## config.mk

```make
export PLATFORM = sky130hd
export DESIGN_NAME = fault_alarm_annunciator_core
export DESIGN_NICKNAME = d
export VERILOG_FILES = /design/src/rtl/faa_pkg.sv /design/src/rtl/fault_alarm_annunciator_core.sv
export SDC_FILE = /design/constraint.sdc
export NUM_CORES = 1
export LEC_CHECK = 0
export BUFFER_PORTS_ARGS = -buffer_cell sky130_fd_sc_hd__buf_2
export CORE_ASPECT_RATIO = 1.5
export CORE_MARGIN = 2
export CORE_UTILIZATION = 57
export CTS_CLUSTER_SIZE = 20
export DETAILED_ROUTE_END_ITERATION = 6
export PLACE_DENSITY = 0.79
export SLEW_MARGIN = 15
export SYNTH_ARGS = -nofsm -noshare
export SYNTH_HDL_FRONTEND = slang
export SYNTH_SLANG_ARGS = --single-unit
export TNS_END_PERCENT = 5
```

## constraint.sdc

```tcl
create_clock -name clk -period 3.5 [get_ports clk]
set_input_delay 0.175 -clock clk [delete_from_list [all_inputs] [get_ports clk]]
set_output_delay 0.175 -clock clk [all_outputs]
set_load 0.05 [all_outputs]
```

## src/rtl/faa_pkg.sv

```systemverilog
// ----------------------------------------------------------------------------
// faa_pkg
// Shared types and constants for the fault alarm annunciator.
// ----------------------------------------------------------------------------
`default_nettype none

package faa_pkg;

  localparam int unsigned FAULT_W = 32;
  localparam int unsigned TICK_W  = 8;
  localparam int unsigned CFG_IDX_W = 2;

  // alarm levels, ordered by priority
  typedef enum logic [1:0] {
    LVL_NORMAL  = 2'd0,
    LVL_WARN    = 2'd1,
    LVL_PROTECT = 2'd2,
    LVL_FATAL   = 2'd3
  } level_t;

  typedef enum logic [1:0] {
    COLOR_OFF   = 2'd0,
    COLOR_RED   = 2'd1,
    COLOR_GREEN = 2'd2
  } color_t;

  // configuration register indexes
  typedef enum logic [CFG_IDX_W-1:0] {
    CFG_FATAL_MASK   = 2'd0,
    CFG_PROTECT_MASK = 2'd1,
    CFG_WARN_MASK    = 2'd2,
    CFG_UNUSED       = 2'd3
  } cfg_idx_t;

  // blink patterns: warn is 5 on / 5 off, protect is 1 on / 1 off
  localparam int unsigned WARN_BLINK_LEN = 10;
  localparam int unsigned WARN_BLINK_ON  = 5;

  // buzzer rhythms in ticks
  localparam int unsigned WARN_BEEP_ON   = 1;
  localparam int unsigned WARN_BEEP_OFF  = 19;
  localparam int unsigned PROT_BEEP_ON   = 2;
  localparam int unsigned PROT_BEEP_OFF  = 8;
  localparam int unsigned FATAL_BEEP_ON  = 1;

  // longest phase period, every other period divides it
  localparam int unsigned PHASE_LEN = WARN_BEEP_ON + WARN_BEEP_OFF;
  localparam int unsigned PHASE_W   = $clog2(PHASE_LEN);

endpackage

`default_nettype wire

```

## src/rtl/fault_alarm_annunciator_core.sv

```systemverilog
// ----------------------------------------------------------------------------
// fault_alarm_annunciator_core
// Ranks each tick's fault bits into an alarm level and drives the LED and
// buzzer patterns from a wrapping 8-bit tick counter.
// ----------------------------------------------------------------------------
//
//  channel | ports                                   | direction
//  --------+-----------------------------------------+----------
//  in      | in_valid, in_stall, in_fault_mask       | request in
//  out     | out_valid, out_stall, out_alarm_level,  | request out
//          | out_led_color, out_white_on, out_buzzer_on |
//  cfg     | cfg_we, cfg_index, cfg_wdata            | write only
//
//  one request per cycle while the output is not stalled; a request passes
//  through the input register, then the state and result registers.
//  the tick phase is kept in a mod-20 counter beside the tick counter, both
//  cleared together when the tick counter wraps.
//  rst_n clears state and all masks; a stalled output holds its request and
//  the input stalls only when both registers are full.
`default_nettype none

module fault_alarm_annunciator_core
  import faa_pkg::*;
(
  input  wire logic                 clk,
  input  wire logic                 rst_n,

  input  wire logic                 in_valid,
  output logic                      in_stall,
  input  wire logic [FAULT_W-1:0]   in_fault_mask,

  output logic                      out_valid,
  input  wire logic                 out_stall,
  output logic [1:0]                out_alarm_level,
  output logic [1:0]                out_led_color,
  output logic                      out_white_on,
  output logic                      out_buzzer_on,

  input  wire logic                 cfg_we,
  input  wire logic [CFG_IDX_W-1:0] cfg_index,
  input  wire logic [FAULT_W-1:0]   cfg_wdata
);

  logic [FAULT_W-1:0] fatal_mask_r, protect_mask_r, warn_mask_r;

  logic               s1_valid_r;
  logic [FAULT_W-1:0] s1_fault_r;
  logic               out_valid_r;

  level_t             level_r, level_nxt;
  color_t             color_r, color_nxt;
  logic               white_r, white_nxt;
  logic               blink_r, blink_nxt;
  logic               beep_r, beep_nxt;
  logic [TICK_W-1:0]  tick_r, tick_nxt;
  logic [PHASE_W-1:0] phase_r, phase_nxt;

  logic               s2_ready;
  logic               s1_ready;
  logic               s2_fire;
  logic [PHASE_W-1:0] phase10;
  logic               pat_bit;

  assign s2_ready = !out_valid_r || !out_stall;
  assign s1_ready = !s1_valid_r || s2_ready;
  assign s2_fire  = s1_valid_r && s2_ready;
  assign in_stall = !s1_ready;

  // configuration
  always_ff @(posedge clk) begin
    if (!rst_n) begin
      fatal_mask_r   <= '0;
      protect_mask_r <= '0;
      warn_mask_r    <= '0;
    end else if (cfg_we) begin
      case (cfg_idx_t'(cfg_index))
        CFG_FATAL_MASK:   fatal_mask_r   <= cfg_wdata;
        CFG_PROTECT_MASK: protect_mask_r <= cfg_wdata;
        CFG_WARN_MASK:    warn_mask_r    <= cfg_wdata;
        default: ;
      endcase
    end
  end

  // input register
  always_ff @(posedge clk) begin
    if (!rst_n) begin
      s1_valid_r <= 1'b0;
    end else if (s1_ready) begin
      s1_valid_r <= in_valid;
    end
  end

  always_ff @(posedge clk) begin
    if (s1_ready && in_valid) begin
      s1_fault_r <= in_fault_mask;
    end
  end

  // tick phase folded to the warn blink period
  assign phase10 = (phase_r >= PHASE_W'(WARN_BLINK_LEN)) ?
                   phase_r - PHASE_W'(WARN_BLINK_LEN) : phase_r;

  always_comb begin
    level_nxt = LVL_NORMAL;
    if ((s1_fault_r & fatal_mask_r) != '0) begin
      level_nxt = LVL_FATAL;
    end else if ((s1_fault_r & protect_mask_r) != '0) begin
      level_nxt = LVL_PROTECT;
    end else if ((s1_fault_r & warn_mask_r) != '0) begin
      level_nxt = LVL_WARN;
    end
  end

  always_comb begin
    color_nxt = color_r;
    white_nxt = white_r;
    blink_nxt = blink_r;
    beep_nxt  = 1'b0;
    pat_bit   = 1'b0;
    case (level_nxt)
      LVL_FATAL: begin
        color_nxt = COLOR_RED;
        white_nxt = 1'b1;
        blink_nxt = 1'b1;
        beep_nxt  = (tick_r[0] == 1'b0) ? 1'b1 : 1'b0;
      end
      LVL_PROTECT: begin
        pat_bit  = !tick_r[0];
        beep_nxt = (phase10 < PHASE_W'(PROT_BEEP_ON));
        if (pat_bit != blink_r) begin
          blink_nxt = pat_bit;
          color_nxt = COLOR_RED;
          white_nxt = pat_bit;
        end
      end
      LVL_WARN: begin
        pat_bit  = (phase10 < PHASE_W'(WARN_BLINK_ON));
        beep_nxt = (phase_r < PHASE_W'(WARN_BEEP_ON));
        if (pat_bit != blink_r) begin
          blink_nxt = pat_bit;
          color_nxt = COLOR_OFF;
          white_nxt = pat_bit;
        end
      end
      default: begin
        color_nxt = COLOR_GREEN;
        white_nxt = 1'b0;
      end
    endcase
  end

  always_comb begin
    tick_nxt  = tick_r + TICK_W'(1);
    phase_nxt = phase_r + PHASE_W'(1);
    // phase restarts on the counter wrap as well as at its own period
    if (tick_nxt == '0 || phase_r == PHASE_W'(PHASE_LEN - 1)) begin
      phase_nxt = '0;
    end
  end

  // state and result registers
  always_ff @(posedge clk) begin
    if (!rst_n) begin
      out_valid_r <= 1'b0;
      level_r     <= LVL_NORMAL;
      color_r     <= COLOR_OFF;
      white_r     <= 1'b0;
      blink_r     <= 1'b0;
      beep_r      <= 1'b0;
      tick_r      <= '0;
      phase_r     <= '0;
    end else begin
      if (s2_ready) begin
        out_valid_r <= s1_valid_r;
      end
      if (s2_fire) begin
        level_r <= level_nxt;
        color_r <= color_nxt;
        white_r <= white_nxt;
        blink_r <= blink_nxt;
        beep_r  <= beep_nxt;
        tick_r  <= tick_nxt;
        phase_r <= phase_nxt;
      end
    end
  end

  assign out_valid       = out_valid_r;
  assign out_alarm_level = level_r;
  assign out_led_color   = color_r;
  assign out_white_on    = white_r;
  assign out_buzzer_on   = beep_r;

  a_fatal_leds: assert property (@(posedge clk) disable iff (!rst_n)
    (out_valid_r && level_r == LVL_FATAL) |-> (color_r == COLOR_RED && white_r && blink_r))
    else $error("fatal level without steady red and white");

  a_normal_quiet: assert property (@(posedge clk) disable iff (!rst_n)
    (out_valid_r && level_r == LVL_NORMAL) |-> (color_r == COLOR_GREEN && !white_r && !beep_r))
    else $error("normal level with alarm outputs");

  a_phase_range: assert property (@(posedge clk) disable iff (!rst_n)
    phase_r <= PHASE_W'(PHASE_LEN - 1))
    else $error("tick phase out of range");

  a_phase_wrap: assert property (@(posedge clk) disable iff (!rst_n)
    (tick_r == '0) |-> (phase_r == '0))
    else $error("tick phase not aligned to counter wrap");

  a_hold_on_stall: assert property (@(posedge clk) disable iff (!rst_n)
    (out_valid_r && out_stall) |=> $stable(tick_r))
    else $error("state advanced while result stalled");

endmodule

`default_nettype wire

```

# Yosys cells after proc, flatten, opt, wreduce, memory -nomap -nowiden
# Index checks and enable logic that the tools add are counted.
[totals]
out_inout_bits = 8
elab_cells = 68
in_bits = 71
register_bits = 150
[op_classes]
n_reduce_logical = 21
mux = 14
n_bitwise = 3
order_cmp = 4
add_sub_neg = 3
n_eq_ne = 10
[op_table]
columns = ["cell", "n"]
rows = [
  ["$and 32x32->32", 3],
  ["$reduce_bool 32->1", 3],
  ["$mux 5", 2],
  ["$pmux 1 s3", 3],
  ["$add 8x1->8 const B", 1],
  ["$logic_not 8->1", 1],
  ["$mux 2", 4],
  ["$eq 2x2->1 const B", 3],
  ["$pmux 2 s3", 1],
  ["$reduce_and 2->1", 3],
  ["$add 5x1->5 const B", 1],
  ["$eq 5x5->1 const B", 1],
  ["$ge 5x4->1 const B", 1],
  ["$logic_not 1->1", 5],
  ["$lt 5x1->1 const B", 1],
  ["$lt 5x2->1 const B", 1],
  ["$lt 5x3->1 const B", 1],
  ["$sub 5x4->5 const B", 1],
  ["$eq 2x1->1 const B", 2],
  ["$mux 1", 4],
  ["$ne 2x2->1 const B", 2],
  ["$reduce_and 4->1", 1],
  ["$logic_or 1x1->1", 3],
  ["$reduce_and 3->1", 1],
  ["other kinds (4)", 6],
]

# Depth between registers and ports, before layout
[logic_depth]
depth_word = 8
depth_mapped = 11
ltp_nobuf = 11

# Worst setup path after synthesis
# No wires, ideal clock.
[synth_path]
kind = "register to register"
start = "register out_valid_r, in the netlist out_valid"
end = "register s1_fault_r[0] (enable)"
setup_time_ns = 0.424
synth_period_minus_slack_ns = 2.843
n_path_buf = 0
required_ns = 3.076
slack_ns = 0.657
path_stages_with_launch = 3
t_arrival_ns = 2.419
cell_sequence = "dfxtp_1 -> and3_1 -> nor2b_1"
[synth_via]
elab_chain_cells = 4
[synth_lines]
columns = ["element", "line", "text"]
rows = [
  ["from (decl)", "fault_alarm_annunciator_core.sv:48", "logic out_valid_r;"],
  ["from (signal assigned)", "fault_alarm_annunciator_core.sv:175", "out_valid_r <= s1_valid_r;"],
  ["$logic_not 1->1", "fault_alarm_annunciator_core.sv:64", "assign s2_ready = !out_valid_r || !out_stall;"],
  ["$logic_or 1x1->1", "fault_alarm_annunciator_core.sv:64", ""],
  ["$logic_or 1x1->1", "fault_alarm_annunciator_core.sv:65", "assign s1_ready = !s1_valid_r || s2_ready;"],
  ["$logic_and 1x1->1", "fault_alarm_annunciator_core.sv:95", "if (s1_ready && in_valid) begin"],
  ["to (signal assigned)", "fault_alarm_annunciator_core.sv:96", "s1_fault_r <= in_fault_mask;"],
  ["to (decl)", "fault_alarm_annunciator_core.sv:47", "logic [FAULT_W-1:0] s1_fault_r;"],
]
# Every way passes these cells.
# A chain may end at the register's enable or synchronous reset.

# Worst setup path in the final report
[layout_path]
start = "register s1_fault_r[29]"
end = "register color_r[0], in the netlist out_led_color[0]"
[layout_via]
word_cells_on_any_way = 16
classes_between = "eq/ne (5); mux (4); bitwise (3); reduce/logical (4)"
[layout_rtl]
columns = ["element", "line", "text"]
rows = [
  ["$and 32x32->32", "fault_alarm_annunciator_core.sv:110", "end else if ((s1_fault_r & warn_mask_r) != '0) begin"],
  ["$reduce_bool 32->1", "fault_alarm_annunciator_core.sv:110", ""],
  ["$mux 1", "fault_alarm_annunciator_core.sv:110", ""],
  ["$mux 2", "fault_alarm_annunciator_core.sv:108", "end else if ((s1_fault_r & protect_mask_r) != '0) begin"],
  ["$mux 2 (*)", "fault_alarm_annunciator_core.sv:106", "if ((s1_fault_r & fatal_mask_r) != '0) begin"],
  ["$eq 2x1->1 / $eq 2x2->1 (equally long branches)", "fault_alarm_annunciator_core.sv:121", "case (level_nxt)"],
  ["$pmux 2 s3 (*)", "fault_alarm_annunciator_core.sv:121", ""],
  ["via color_nxt[0]", "fault_alarm_annunciator_core.sv:51", "color_t color_r, color_nxt;"],
  ["to (signal assigned)", "fault_alarm_annunciator_core.sv:179", "color_r <= color_nxt;"],
  ["to (decl)", "fault_alarm_annunciator_core.sv:51", ""],
]
# The timed path passes the listed nets; every way through them passes the cells marked *.

==> reports/metrics.yaml <==
die_y_um: 131.0
grt_setup_unrepaired: "no"
clockRootBuffer: "clkbuf_16"
drv_slew: 0
vias_per_cell: 5.965
period_share: 0.9052
r2r_start: "s1_fault_r[29]"
overflow: 0
switchingPower_mw: 1.043
layout_commonest_cell: "nand2_1"
hpwl_um: 11550
clkPwrFrac: 0.431
grt_max_degree: 63
power_density_nw_per_um2: 537.2
setup_viol: 0
die_area_um2: 11620
postSynthNetCount: 770
vias: 5619
htreeDepth: 4
boundaryPins: 79
ys_types: 51
power_frac_comb: 0.098
die_w_um: 88.68
ys.warnings.count: 0
critPathRequiredTime_ns: 3.81
drt_iter0_drc: 624
drc: 0
mostFrequentLayoutCells: "nand2_1, dfxtp_1, a21oi_1"
p_sw_frac: 0.2581
grt_pass1_wl_um: 27310
synth_ff_type: "dfxtp_1"
ys_seq_area_frac: 0.5420
cts_tree: "done"
power.leakage_nw: 2.806
hold_start: "cfg_wdata[31]"
fin_worst_hold_slack_ns: 0.008593
finClkSkew_ns: 0.01042
tightest_slew_ns: 1.012
p_seq_frac: 0.471
insertion_delay_ns: 0.42
crit_start: "s1_fault_r[29]"
finalSetupTns_ns: 0
worst_setup_path_end_kind: "flop"
syn_inst: 687
gp_congestion: 0.9484
area_growth_pct: 22.65
diodes: 0
synth.avg_cell_area_um2: 8.924
hold_class: "input pin to flop"
cts.sinks: 150
path_class: "flop to flop"
reg2regPathDepth: 9
row_count: 46
hold_buffers: 36
clkSlewWorstSetupHoldPaths_ns: 0.06
internal_power_mw: 2.997
final_layout_size_suffix_gt1_frac: 0.1541
cts_resized: 0
numCtsBuffers: 17
fin_crit_ns: 3.168
nets: 868
worstPathArrival_ns: 3.48
clock.fmax_mhz: 315.6
endpoint: "out_led_color[0]"
slew-limit-headroom: 0.3256
cts_setup_buffers: 0
drtPass1Iterations: 6
synth_seq_cells: 150
maxCapViolCount: 0
synth_edf_count: 32
antenna_found_initial: 0
fillers: 770
async_flop_share: 0
wl_um: 17710
initial_core_util: 0.5821
status: "finished, final reports clean"
grt.total_usage: 0.3152
port_buffers: 78
peakVddDrop_mv: 0.4030
r2r_slack_ns: 0.33
grt_pass1_vias: 5319
wire_per_inst_um: 18.80
critPathLaunchType: "flop"
clk_path_buf_depth: 2
finalHoldViolations: 0
worstPathMaxFanout: 6
core_um2: 10530
syn_area_um2: 6131
rr_endpoint: "out_led_color[0]"
antenna_left: 0
how the worst min path moves through the flow:
stage | slack, ns | endpoint | cells after the start
final | 0.009 | protect_mask_r[31] | 3
after global routing | 0.009 | protect_mask_r[18] | 3
after CTS | 0.0009 | warn_mask_r[0] | 3
after detailed placement | 0.36 | s1_fault_r[23] | 1
after global placement | 0.36 | s1_fault_r[28] | 1
after floorplan | 0.27 | s1_fault_r[0] | 0
kinds of logic (layout without fill, tap and decap cells):
family	count (synthesis)	after routing	synth area share
xor+xnor	14	14	0.02000
flops	150	150	0.5420
mux	4	4	0.007346
simple gates	285	285	0.1971
buf+inv	50	161	0.03245
fa+ha+maj	12	12	0.02449
compound gates	172	172	0.1765
synth_stat cells (4+ instances only):
cell type  number  area [um2]
ha_1           12       150.1
a22o_1          4       35.03
edfxtp_1       32       960.9
xor2_1         11       96.34
nor2_1         22       82.58
clkbuf_1       33       123.9
nand2_1       212       795.8
nor3_1          5       25.02
buf_1           4       15.01
dfxtp_1       118        2362
a22oi_1        40       300.3
nand3_1         9       45.04
nand4_1        14       87.58
inv_1           9       33.78
a21oi_1       101       505.5
and2_1          4       25.02
a221oi_1        4       35.03
layer usage:
metal / GRT usage / wire [um] / part of all wire / up-vias
li1: - / - / - / 2595
met1: 0.3700 / 6444 / 0.36 / 2627
met2: 0.5382 / 9193 / 0.52 / 334
met3: 0.06344 / 1310 / 0.074 / 63
met4: 0.1613 / 765 / 0.043 / 0
met5: 0 / 0 / 0 / -
registers in the layout, summed over array words and instances, names as in the netlist:
| register | count |
|---|---|
| s1_valid_r | 1 |
| phase_r | 5 |
| out_valid | 1 |
| tick_r | 8 |
| out_led_color | 2 |
| fatal_mask_r | 32 |
| warn_mask_r | 32 |
| blink_r | 1 |
| out_alarm_level | 2 |
| out_buzzer_on | 1 |
| protect_mask_r | 32 |
| out_white_on | 1 |
| s1_fault_r | 32 |
power by group through the flow:
stage / Clock (mW) / Combinational [mW] / Sequential, mW
final: 1.74 / 0.397 / 1.90
after global routing: 1.82 / 0.430 / 1.91
after CTS: 1.74 / 0.390 / 1.90
after detailed placement: 0 / 0.357 / 1.94
after global placement: 0 / 0.348 / 1.93
after floorplan: 0 / 0.205 / 1.94
stage by stage:
stage / util / instance area (um2) / power, mW / setup slack [ns] / cells
finish: 0.7139 / 7520 / 4.039 / 0.3317 / 942
global route: 0.7139 / 7520 / 4.156 / 0.09295 / 942
CTS: 0.7139 / 7520 / 4.033 / 0.3754 / 942
detailed placement: 0.6260 / 6594 / 2.292 / 0.3959 / 874
global placement: 0.6260 / 6594 / 2.281 / 0.4369 / 874
floorplan: - / 6131 / 2.148 / 0.6567 / 687
area by class of cell:
type	count	area, um2	share of cell area
clock buffer	18	439.2	0.05840
timing repair buffer	120	795.8	0.1058
multi-input combinational	487	2621	0.3486
tap	144	180.2	0.02396
inverter	9	33.78	0.004493
sequential	150	3323	0.4419
clock inverter	14	126.4	0.01681
critical path: stages (launching register included):
cell,delay [ns]
edfxtp_1,0.47
a22oi_1,0.23
nand4_1,0.13
nor4_1,0.54
and2_1,0.34
inv_1,0.10
ha_1,0.24
a222oi_1,0.48
o2bb2ai_2,0.22
mux2_4,0.32
No activity file was read; power rests on OpenSTA's default activity.
